[src/design/palette_rle_frame_decoder_macros.svh]
// ----------------------------------------------------------------------------
// palette_rle_frame_decoder_macros.svh
// assertion helpers for the decoder rtl
// ----------------------------------------------------------------------------
`ifndef PALETTE_RLE_FRAME_DECODER_MACROS_SVH
`define PALETTE_RLE_FRAME_DECODER_MACROS_SVH

// same-cycle implication, checked at every rising edge out of reset
`define PLR_ASSERT_IMP(label, clk, rst, ante, cons, msg) \
  label: assert property (@(posedge clk) disable iff (rst) (ante) |-> (cons)) \
    else $error(msg);

// next-cycle implication
`define PLR_ASSERT_NXT(label, clk, rst, ante, cons, msg) \
  label: assert property (@(posedge clk) disable iff (rst) (ante) |=> (cons)) \
    else $error(msg);

`endif

[src/design/plr_pkg.sv]
// ----------------------------------------------------------------------------
// plr_pkg
// shared constants and types of the palette run-length frame decoder
// ----------------------------------------------------------------------------
`timescale 1ns / 1ps

package plr_pkg;

  localparam int CELLS   = 4096;
  localparam int POS_W   = 13;
  localparam int CNT_W   = 13;
  localparam int LEN_W   = 13;
  localparam int PCNT_W  = 9;
  localparam int PAL_AW  = 8;

  localparam logic [POS_W-1:0] POS_MAX = '1;

  // configuration register indexes
  localparam logic [1:0] REG_UNIFORM_TAG = 2'd0;
  localparam logic [1:0] REG_RAW_TAG     = 2'd1;
  localparam logic [1:0] REG_RLE_TAG     = 2'd2;

  typedef enum logic [1:0] {
    KIND_NONE    = 2'd0,
    KIND_UNIFORM = 2'd1,
    KIND_RAW     = 2'd2,
    KIND_RLE     = 2'd3
  } kind_t;

  // one result as it leaves the parser
  typedef struct packed {
    logic             has_result;
    logic             run_valid;
    logic             use_palette;
    logic [7:0]       id;
    logic [LEN_W-1:0] len;
    logic             done;
    logic             ok;
  } res_t;

endpackage

[src/design/plr_palette_ram.sv]
// ----------------------------------------------------------------------------
// plr_palette_ram
// 256 x 8 palette store, one write and one registered read port
// ----------------------------------------------------------------------------
`timescale 1ns / 1ps

module plr_palette_ram (
  input  logic                      clk,
  input  logic                      we,
  input  logic [plr_pkg::PAL_AW-1:0] waddr,
  input  logic [7:0]                wdata,
  input  logic                      re,
  input  logic [plr_pkg::PAL_AW-1:0] raddr,
  output logic [7:0]                rdata
);

  logic [7:0] mem [2**plr_pkg::PAL_AW];

  always_ff @(posedge clk) begin
    if (we) begin
      mem[waddr] <= wdata;
    end
  end

  // read data holds until the next read
  always_ff @(posedge clk) begin
    if (re) begin
      rdata <= mem[raddr];
    end
  end

endmodule

[src/design/plr_frame_parser.sv]
// ----------------------------------------------------------------------------
// plr_frame_parser
// per-byte frame parsing, control state and palette access
// ----------------------------------------------------------------------------
`timescale 1ns / 1ps

module plr_frame_parser (
  input  logic                       clk,
  input  logic                       rst,
  input  logic                       take,
  input  logic [7:0]                 frame_byte,
  input  logic                       frame_last,
  input  logic [7:0]                 uniform_tag,
  input  logic [7:0]                 raw_tag,
  input  logic [7:0]                 rle_tag,
  output plr_pkg::res_t              result,
  output logic                       pal_we,
  output logic [plr_pkg::PAL_AW-1:0] pal_waddr,
  output logic                       pal_re,
  output logic [plr_pkg::PAL_AW-1:0] pal_raddr
);

  logic [plr_pkg::POS_W-1:0]  byte_position, byte_position_next;
  plr_pkg::kind_t             frame_kind, frame_kind_next;
  logic [plr_pkg::PCNT_W-1:0] palette_count, palette_count_next;
  logic [plr_pkg::PCNT_W-1:0] pending_length, pending_length_next;
  logic [plr_pkg::CNT_W-1:0]  cells_filled, cells_filled_next;
  logic                       frame_error, frame_error_next;

  // byte decode
  plr_pkg::kind_t             tag_kind, kind_upd;
  logic                       p_zero, p_one, active;
  logic                       u_run, u_bad, raw_cell, raw_bad;
  logic                       rle, in_palette, r_count, r_pal, r_len, r_pair;
  logic                       pair_bad, r_run;
  logic [plr_pkg::PCNT_W:0]   pal_end;
  logic [plr_pkg::CNT_W:0]    cells_sum;
  logic [plr_pkg::PCNT_W-1:0] byte_plus1;
  logic                       err_upd;
  logic [plr_pkg::PCNT_W-1:0] pc_upd, pend_upd;
  logic [plr_pkg::CNT_W-1:0]  cells_upd;
  logic                       frame_good;

  always_comb begin
    if (frame_byte == uniform_tag) begin
      tag_kind = plr_pkg::KIND_UNIFORM;
    end else if (frame_byte == raw_tag) begin
      tag_kind = plr_pkg::KIND_RAW;
    end else if (frame_byte == rle_tag) begin
      tag_kind = plr_pkg::KIND_RLE;
    end else begin
      tag_kind = plr_pkg::KIND_NONE;
    end

    p_zero     = (byte_position == '0);
    p_one      = (byte_position == plr_pkg::POS_W'(1));
    active     = !p_zero && !frame_error;
    byte_plus1 = {1'b0, frame_byte} + plr_pkg::PCNT_W'(1);

    u_run    = active && (frame_kind == plr_pkg::KIND_UNIFORM) && p_one;
    u_bad    = active && (frame_kind == plr_pkg::KIND_UNIFORM) && !p_one;
    raw_cell = active && (frame_kind == plr_pkg::KIND_RAW) && !p_one &&
               (cells_filled < plr_pkg::CNT_W'(plr_pkg::CELLS));
    raw_bad  = active && (frame_kind == plr_pkg::KIND_RAW) && !p_one &&
               !(cells_filled < plr_pkg::CNT_W'(plr_pkg::CELLS));

    rle        = active && (frame_kind == plr_pkg::KIND_RLE);
    pal_end    = {1'b0, palette_count} + (plr_pkg::PCNT_W + 1)'(2);
    in_palette = ({1'b0, byte_position} < {{(plr_pkg::POS_W - plr_pkg::PCNT_W){1'b0}}, pal_end});
    r_count    = rle && p_one;
    r_pal      = rle && !p_one && in_palette;
    r_len      = rle && !p_one && !in_palette && (pending_length == '0);
    r_pair     = rle && !p_one && !in_palette && (pending_length != '0);

    cells_sum = {1'b0, cells_filled} + {{(plr_pkg::CNT_W + 1 - plr_pkg::PCNT_W){1'b0}},
                                        pending_length};
    pair_bad  = ({1'b0, frame_byte} >= palette_count) ||
                (cells_sum > (plr_pkg::CNT_W + 1)'(plr_pkg::CELLS));
    r_run     = r_pair && !pair_bad;
  end

  // state after this byte, before the end-of-frame clear
  always_comb begin
    kind_upd  = p_zero ? tag_kind : frame_kind;
    err_upd   = frame_error || (p_zero && (tag_kind == plr_pkg::KIND_NONE)) ||
                (p_zero && frame_last) || u_bad || raw_bad || (r_pair && pair_bad);
    pc_upd    = r_count ? byte_plus1 : palette_count;
    pend_upd  = r_len ? byte_plus1 : (r_pair ? '0 : pending_length);
    cells_upd = cells_filled;
    if (raw_cell) begin
      cells_upd = cells_filled + plr_pkg::CNT_W'(1);
    end else if (r_run) begin
      cells_upd = cells_sum[plr_pkg::CNT_W-1:0];
    end

    if (frame_last) begin
      byte_position_next  = '0;
      frame_kind_next     = plr_pkg::KIND_NONE;
      palette_count_next  = '0;
      pending_length_next = '0;
      cells_filled_next   = '0;
      frame_error_next    = 1'b0;
    end else begin
      byte_position_next  = (byte_position == plr_pkg::POS_MAX) ? byte_position :
                            byte_position + plr_pkg::POS_W'(1);
      frame_kind_next     = kind_upd;
      palette_count_next  = pc_upd;
      pending_length_next = pend_upd;
      cells_filled_next   = cells_upd;
      frame_error_next    = err_upd;
    end
  end

  always_ff @(posedge clk) begin
    if (rst) begin
      byte_position  <= '0;
      frame_kind     <= plr_pkg::KIND_NONE;
      palette_count  <= '0;
      pending_length <= '0;
      cells_filled   <= '0;
      frame_error    <= 1'b0;
    end else if (take) begin
      byte_position  <= byte_position_next;
      frame_kind     <= frame_kind_next;
      palette_count  <= palette_count_next;
      pending_length <= pending_length_next;
      cells_filled   <= cells_filled_next;
      frame_error    <= frame_error_next;
    end
  end

  // result and palette access
  always_comb begin
    frame_good = 1'b0;
    unique case (kind_upd)
      plr_pkg::KIND_UNIFORM: frame_good = 1'b1;
      plr_pkg::KIND_RAW:     frame_good = (cells_upd == plr_pkg::CNT_W'(plr_pkg::CELLS));
      plr_pkg::KIND_RLE: begin
        frame_good = ({1'b0, byte_position} + (plr_pkg::POS_W + 1)'(1) >=
                      (plr_pkg::POS_W + 1)'(pc_upd) + (plr_pkg::POS_W + 1)'(2)) &&
                     (pend_upd == '0) &&
                     (cells_upd == plr_pkg::CNT_W'(plr_pkg::CELLS));
      end
      default:               frame_good = 1'b0;
    endcase

    result.run_valid   = u_run || raw_cell || r_run;
    result.has_result  = result.run_valid || frame_last;
    result.use_palette = r_run;
    result.id          = (u_run || raw_cell) ? frame_byte : 8'd0;
    if (u_run) begin
      result.len = plr_pkg::LEN_W'(plr_pkg::CELLS);
    end else if (raw_cell) begin
      result.len = plr_pkg::LEN_W'(1);
    end else if (r_run) begin
      result.len = plr_pkg::LEN_W'(pending_length);
    end else begin
      result.len = '0;
    end
    result.done = frame_last;
    result.ok   = frame_last && !err_upd && frame_good;

    pal_we    = take && r_pal;
    pal_waddr = byte_position[plr_pkg::PAL_AW-1:0] - plr_pkg::PAL_AW'(2);
    pal_re    = take && r_run;
    pal_raddr = frame_byte;
  end

endmodule

[src/design/palette_rle_frame_decoder.sv]
// ----------------------------------------------------------------------------
// palette_rle_frame_decoder
// decodes uniform, raw and palette rle frames into runs of cell ids
// ----------------------------------------------------------------------------
//
//   channel   signals                                       direction
//   -------   -------------------------------------------   ---------
//   in        in_valid/in_ready, frame_byte, frame_last     request in
//   out       out_valid/out_ready, run_valid, cell_id,      request out
//             run_length, frame_done, frame_ok
//   cfg       apb: psel, penable, pwrite, paddr, pwdata,     register port
//             prdata, pready
//
// one byte per cycle while the output is not stalled; the accepting edge parses
// a request into the middle stage and issues its palette read, and the output
// register loads from the middle stage whenever that stage can move on
// the palette read of a run's index byte completes as the middle stage loads
// synchronous reset clears control state; the palette ram is not cleared
// and needs no clearing pass
// with the output stalled the middle stage still takes one more request
// ----------------------------------------------------------------------------
`timescale 1ns / 1ps

`include "palette_rle_frame_decoder_macros.svh"

module palette_rle_frame_decoder (
  input  logic        clk,
  input  logic        rst,
  // byte stream in
  input  logic        in_valid,
  output logic        in_ready,
  input  logic [7:0]  frame_byte,
  input  logic        frame_last,
  // runs out
  output logic        out_valid,
  input  logic        out_ready,
  output logic        run_valid,
  output logic [7:0]  cell_id,
  output logic [12:0] run_length,
  output logic        frame_done,
  output logic        frame_ok,
  // register port
  input  logic        psel,
  input  logic        penable,
  input  logic        pwrite,
  input  logic [3:0]  paddr,
  input  logic [31:0] pwdata,
  output logic [31:0] prdata,
  output logic        pready
);

  // tag registers
  logic [7:0] uniform_tag, raw_tag, rle_tag;
  logic       cfg_write;

  assign pready    = 1'b1;
  assign cfg_write = psel && penable && pwrite;

  always_ff @(posedge clk) begin
    if (rst) begin
      uniform_tag <= 8'd0;
      raw_tag     <= 8'd1;
      rle_tag     <= 8'd2;
    end else if (cfg_write) begin
      unique case (paddr[3:2])
        plr_pkg::REG_UNIFORM_TAG: uniform_tag <= pwdata[7:0];
        plr_pkg::REG_RAW_TAG:     raw_tag     <= pwdata[7:0];
        plr_pkg::REG_RLE_TAG:     rle_tag     <= pwdata[7:0];
        default: ;
      endcase
    end
  end

  always_comb begin
    unique case (paddr[3:2])
      plr_pkg::REG_UNIFORM_TAG: prdata = {24'd0, uniform_tag};
      plr_pkg::REG_RAW_TAG:     prdata = {24'd0, raw_tag};
      plr_pkg::REG_RLE_TAG:     prdata = {24'd0, rle_tag};
      default:                  prdata = 32'd0;
    endcase
  end

  // pipeline control: parse stage -> middle stage (s2) -> output register
  logic          take, s2_move;
  logic          s2_valid;
  plr_pkg::res_t s2_res, parse_res;

  logic                       pal_we, pal_re;
  logic [plr_pkg::PAL_AW-1:0] pal_waddr, pal_raddr;
  logic [7:0]                 pal_rdata;

  assign s2_move  = !out_valid || out_ready;
  assign in_ready = !s2_valid || s2_move;
  assign take     = in_valid && in_ready;

  plr_frame_parser u_parser (
    .clk         (clk),
    .rst         (rst),
    .take        (take),
    .frame_byte  (frame_byte),
    .frame_last  (frame_last),
    .uniform_tag (uniform_tag),
    .raw_tag     (raw_tag),
    .rle_tag     (rle_tag),
    .result      (parse_res),
    .pal_we      (pal_we),
    .pal_waddr   (pal_waddr),
    .pal_re      (pal_re),
    .pal_raddr   (pal_raddr)
  );

  // palette writes of a frame always finish before its first index read,
  // with at least the length byte in between, so no forwarding is needed
  plr_palette_ram u_palette (
    .clk   (clk),
    .we    (pal_we),
    .waddr (pal_waddr),
    .wdata (frame_byte),
    .re    (pal_re),
    .raddr (pal_raddr),
    .rdata (pal_rdata)
  );

  // middle stage: waits for the palette read; bytes with no result skip it
  always_ff @(posedge clk) begin
    if (rst) begin
      s2_valid <= 1'b0;
    end else if (take) begin
      s2_valid <= parse_res.has_result;
    end else if (s2_move) begin
      s2_valid <= 1'b0;
    end
  end

  always_ff @(posedge clk) begin
    if (take) begin
      s2_res <= parse_res;
    end
  end

  // output register; palette read data is only replaced by the next take,
  // which cannot happen while s2 holds a stalled request
  always_ff @(posedge clk) begin
    if (rst) begin
      out_valid <= 1'b0;
    end else if (s2_move) begin
      out_valid <= s2_valid;
    end
  end

  always_ff @(posedge clk) begin
    if (s2_move) begin
      run_valid  <= s2_res.run_valid;
      cell_id    <= s2_res.use_palette ? pal_rdata : s2_res.id;
      run_length <= s2_res.len;
      frame_done <= s2_res.done;
      frame_ok   <= s2_res.ok;
    end
  end

  // checks
  `PLR_ASSERT_IMP(a_ok_needs_done, clk, rst, out_valid && frame_ok, frame_done,
    "frame_ok without frame_done")
  `PLR_ASSERT_IMP(a_run_nonzero, clk, rst, out_valid && run_valid, run_length != 13'd0,
    "run of zero length")
  `PLR_ASSERT_NXT(a_s2_holds, clk, rst, s2_valid && !s2_move,
    s2_valid && $stable(s2_res) && (!s2_res.use_palette || $stable(pal_rdata)),
    "middle stage lost its request while stalled")

endmodule

[config.mk]
export PLATFORM = sky130hd
export DESIGN_NAME = palette_rle_frame_decoder
export DESIGN_NICKNAME = d
export VERILOG_FILES = /design/src/design/plr_pkg.sv /design/src/design/plr_palette_ram.sv /design/src/design/plr_frame_parser.sv /design/src/design/palette_rle_frame_decoder.sv
export VERILOG_INCLUDE_DIRS = /design/src /design/src/design
export SDC_FILE = /design/constraint.sdc
export NUM_CORES = 2
export LEC_CHECK = 0
export ABC_AREA = 0
export BUFFER_PORTS_ARGS = -buffer_cell sky130_fd_sc_hd__buf_2
export CORE_UTILIZATION = 35
export CTS_BUF_LIST = sky130_fd_sc_hd__clkbuf_8
export DETAILED_ROUTE_END_ITERATION = 8
export PLACE_DENSITY_LB_ADDON = 0.2
export SKIP_CTS_REPAIR_TIMING = 1
export SLEW_MARGIN = 15
export SYNTH_ARGS = -nofsm -noshare
export SYNTH_HDL_FRONTEND = slang
export SYNTH_SLANG_ARGS = --single-unit
[constraint.sdc]
create_clock -name clk -period 7.5 [get_ports clk]
set_input_delay 1.125 -clock clk [delete_from_list [all_inputs] [get_ports clk]]
set_output_delay 1.125 -clock clk [all_outputs]
set_load 0.05 [all_outputs]
==> impl_metrics.yaml <==
route:
  viasPerCell: 5.221
  route.met3.wl_um: 12390
  wl_met1_um: 92340
  wl_um: 215500
  dr_wl_met2_um: 106600
  first_iter_violations: 3774
  vias: 40789
  drt_first_pass_iters: 8
  top_layer: "met4"
  ant_nets: 0
  drc: 0
  wl_per_cell_um: 27.59
global_routing:
  grt_overflow: 0
  grt_pass1_vias: 42395
  grt_pass1_wl_um: 310000
  grt_antenna_before_repair: 24
  grt_max_degree: 190
  grt.total_usage: 0.1732
critical_path:
  crit_type: "register to register"
  max_stage_delay_ns: 0.86
  critPathBufInv: 1
  path_cells: "inv_1 -> nor4_1 -> nand4_1 -> xor2_1 -> ha_1 -> a2111oi_0 -> o41ai_1 -> o32ai_1 -> nor3b_1 -> nor2b_1 -> and2_1 -> nand2_1 -> nor2_1"
  rrSetupSlack_ns: 1.44
  cp-start-kind: "register"
  reg2reg_depth: 13
  cp_top_family: "simple AND/OR/NAND/NOR gates"
  arrival_ns: 6.72
  critical_path_required_ns: 8.16
  critPathCaptureType: "register"
  cpMaxStageDelayCell: "nor2_1"
  cp_max_fo: 16
  path_depth: 13
logic_synthesis:
  synth_top_area_cell: "edfxtp_1"
  netlist_instances: 4055
  yosys.area_share.simple: 0.03026
  synth-async-reset-ratio: 0
  synth-xor-area-share: 0.006587
  synth_seq_area_share: 0.7462
  netlist_area_mm2: 0.08643
  synth_cell_types: 78
  ys_ff_latch: 2172
  synth_ff_type: "edfxtp_1"
  yosysWarnings: 0
  synthMuxAreaShare: 0.1834
  synth_area_leaders: "edfxtp_1 (73%), mux4_2 (18%), dfxtp_1 (1.7%), nor2_1 (1.6%), clkbuf_1 (0.68%)"
  synth-edff-count: 2099
  synth_compound_area_frac: 0.01283
  avgSynthCellArea_um2: 21.31
  synth_top_area_frac: 0.7293
  synthAdderAreaFrac: 0.006891
  synth_top_family_by_area: "multiplexers"
layout:
  final_util: 0.3952
  layout-drive-gt1-share: 0.2818
  fin_area_mm2: 0.09709
  nFillCells: 21765
  nets: 4422
  register_area_mm2: 0.06449
  multi_input_area_mm2: 0.02091
  syn_to_final_growth_pct: 12.34
sta:
  slew_headroom: 0.2611
  fin_crit_sh: 0.8081
  finalHoldViolations: 0
  finalSetupViolCount: 0
  fin_tns_setup_ns: 0
  final_max_slew_viol_count: 0
  tightestPinTransition_ns: 1.108
  finalCriticalPeriod_ns: 6.060
  clock_skew_ns: 0.05585
  rsz0062_at_grt: "false"
  fmax_mhz: 165.0
floorplanning:
  die_w_um: 498.9
  io_pins: 111
  dieArea_mm2: 0.2489
  rows: 182
  initial_core_util: 0.3518
  core_area_mm2: 0.2457
  die_y_um: 498.9
clock_network:
  clock-sinks: 2172
  root_buffer: "clkbuf_8"
  tritoncts: "yes"
  cts.path.max_buffers: 4
  clk_transition_reported_paths_ns: 0.06
  ctsHtreeMaxLevel: 5
  clk-insertion-delay-late_ns: 1.08
  cts_buffers: 370
placed_design:
  numPortBuffers: 56
  dp_hpwl_um: 124500
  placed_area_mm2: 0.09058
  gp_congestion: 0.7477
hold_path:
  hold-path-cell-count: 2
  min_path_type: "primary input to register"
status:
  outcome: "finished clean"
pwr:
  vdd_drop_max_v: 0.0001571
  leakagePower_uw: 0.03049
  power.density_mw_per_mm2: 249.4
flow_run:
  cap_violations: 0
==> placed cells by master, fill, tap and decap left out, types with 12 or more instances in the layout <==
cell type	instances
nand2_1	66
edfxtp_1	2099
clkbuf_8	380
mux4_2	680
nor2_1	362
ha_1	46
inv_1	140
buf_4	59
o21ai_0	28
mux2_2	13
and3_1	18
nor3_1	12
conb_1	28
nand3_1	24
a22oi_1	26
xnor2_1	32
and2_1	16
dfxtp_1	73
a21oi_1	50
xor2_1	33
clkinv_2	32
buf_12	13
nand2_2	16
mux2i_1	39
buf_2	48
clkinv_1	90
==> routing by layer <==
layer | vias up | track usage
met5 | - | 0
met4 | 0 | 0.04492
met3 | 278 | 0.03097
met2 | 1179 | 0.2839
met1 | 21931 | 0.2383
li1 | 17401 | -
==> sequential cells by signal, summed over array words and instances, names as in the netlist <==
| signal | cells |
|---|---|
| cell_id | 8 |
| frame_done | 1 |
| frame_ok | 1 |
| out_valid | 1 |
| raw_tag | 8 |
| rle_tag | 8 |
| run_length | 10 |
| run_valid | 1 |
| s2_res | 22 |
| s2_valid | 1 |
| u_palette.mem | 2048 |
| u_palette.rdata | 8 |
| u_parser.byte_position | 13 |
| u_parser.cells_filled | 13 |
| u_parser.frame_error | 1 |
| u_parser.frame_kind | 2 |
| u_parser.palette_count | 9 |
| u_parser.pending_length | 9 |
| uniform_tag | 8 |
==> stage by stage <==
step / hold slack (ns) / power [uW] / worst slack [ns] / cells
final: 0.3294 / 24210 / 1.440 / 7812
after detailed placement: 0.4045 / 14860 / 1.385 / 7171
after floorplan: 0.4003 / 14280 / 2.391 / 4081
after global placement: 0.4028 / 14840 / 1.385 / 7171
after CTS: 0.2025 / 24540 / 1.360 / 7809
after global routing: 0.2641 / 25100 / 0.9161 / 7810
==> where the power goes <==
part | switching [uW] | internal, uW | leakage [uW]
clock network | 4690 | 4950 | 0.00376
registers | 6.32 | 13300 | 0.0195
logic | 790 | 464 | 0.00721
==> cell families after synthesis <==
kind of cell,Yosys count
DFF,2172
muxes,732
and+or+nand+nor,591
buffers and inverters,281
AOI/OAI and AO/OA,165
xor gates and xnor gates,65
adders and majority gates,47
other,2
==> synth_stat cells (3+ instances only) <==
master / number
a21o_1: 11
nor2_1: 362
dfxtp_1: 73
a32oi_1: 3
nand4_1: 11
or2_2: 3
and4_1: 4
a31o_2: 3
buf_1: 69
o21ai_0: 28
nand2b_1: 6
ha_1: 46
mux2_2: 13
a21oi_1: 50
xnor2_1: 32
and2_1: 16
a22oi_1: 26
a211oi_1: 7
nor2b_1: 7
or3_1: 8
nand3b_1: 6
nand2_1: 82
a31oi_1: 5
nand3_1: 24
nor4_1: 11
edfxtp_1: 2099
nor3_1: 12
inv_1: 22
mux2i_1: 39
buf_4: 28
and3_1: 18
mux4_2: 680
nor3b_1: 4
o22ai_1: 5
xor2_1: 33
clkbuf_1: 157
==> final cells by class <==
type                    instances  share of cell area
flip-flops and latches       2172              0.6642
multi-input cells            1628              0.2154
clock buffers                 380             0.05387
well taps                    3220             0.04149
clock inverters               258             0.01309
repair buffers                128             0.01095
inverters                      23           0.0009407
diodes                          3          0.00007732
==> final timing paths <==
path                           end                      start
max reg2reg  u_palette.mem[103][0]  u_parser.palette_count[1]
min reg2reg              run_valid                 s2_res[24]
max          u_palette.mem[103][0]  u_parser.palette_count[1]
min                     rle_tag[1]                  pwdata[1]
No activity file was read; power rests on OpenSTA's default activity.
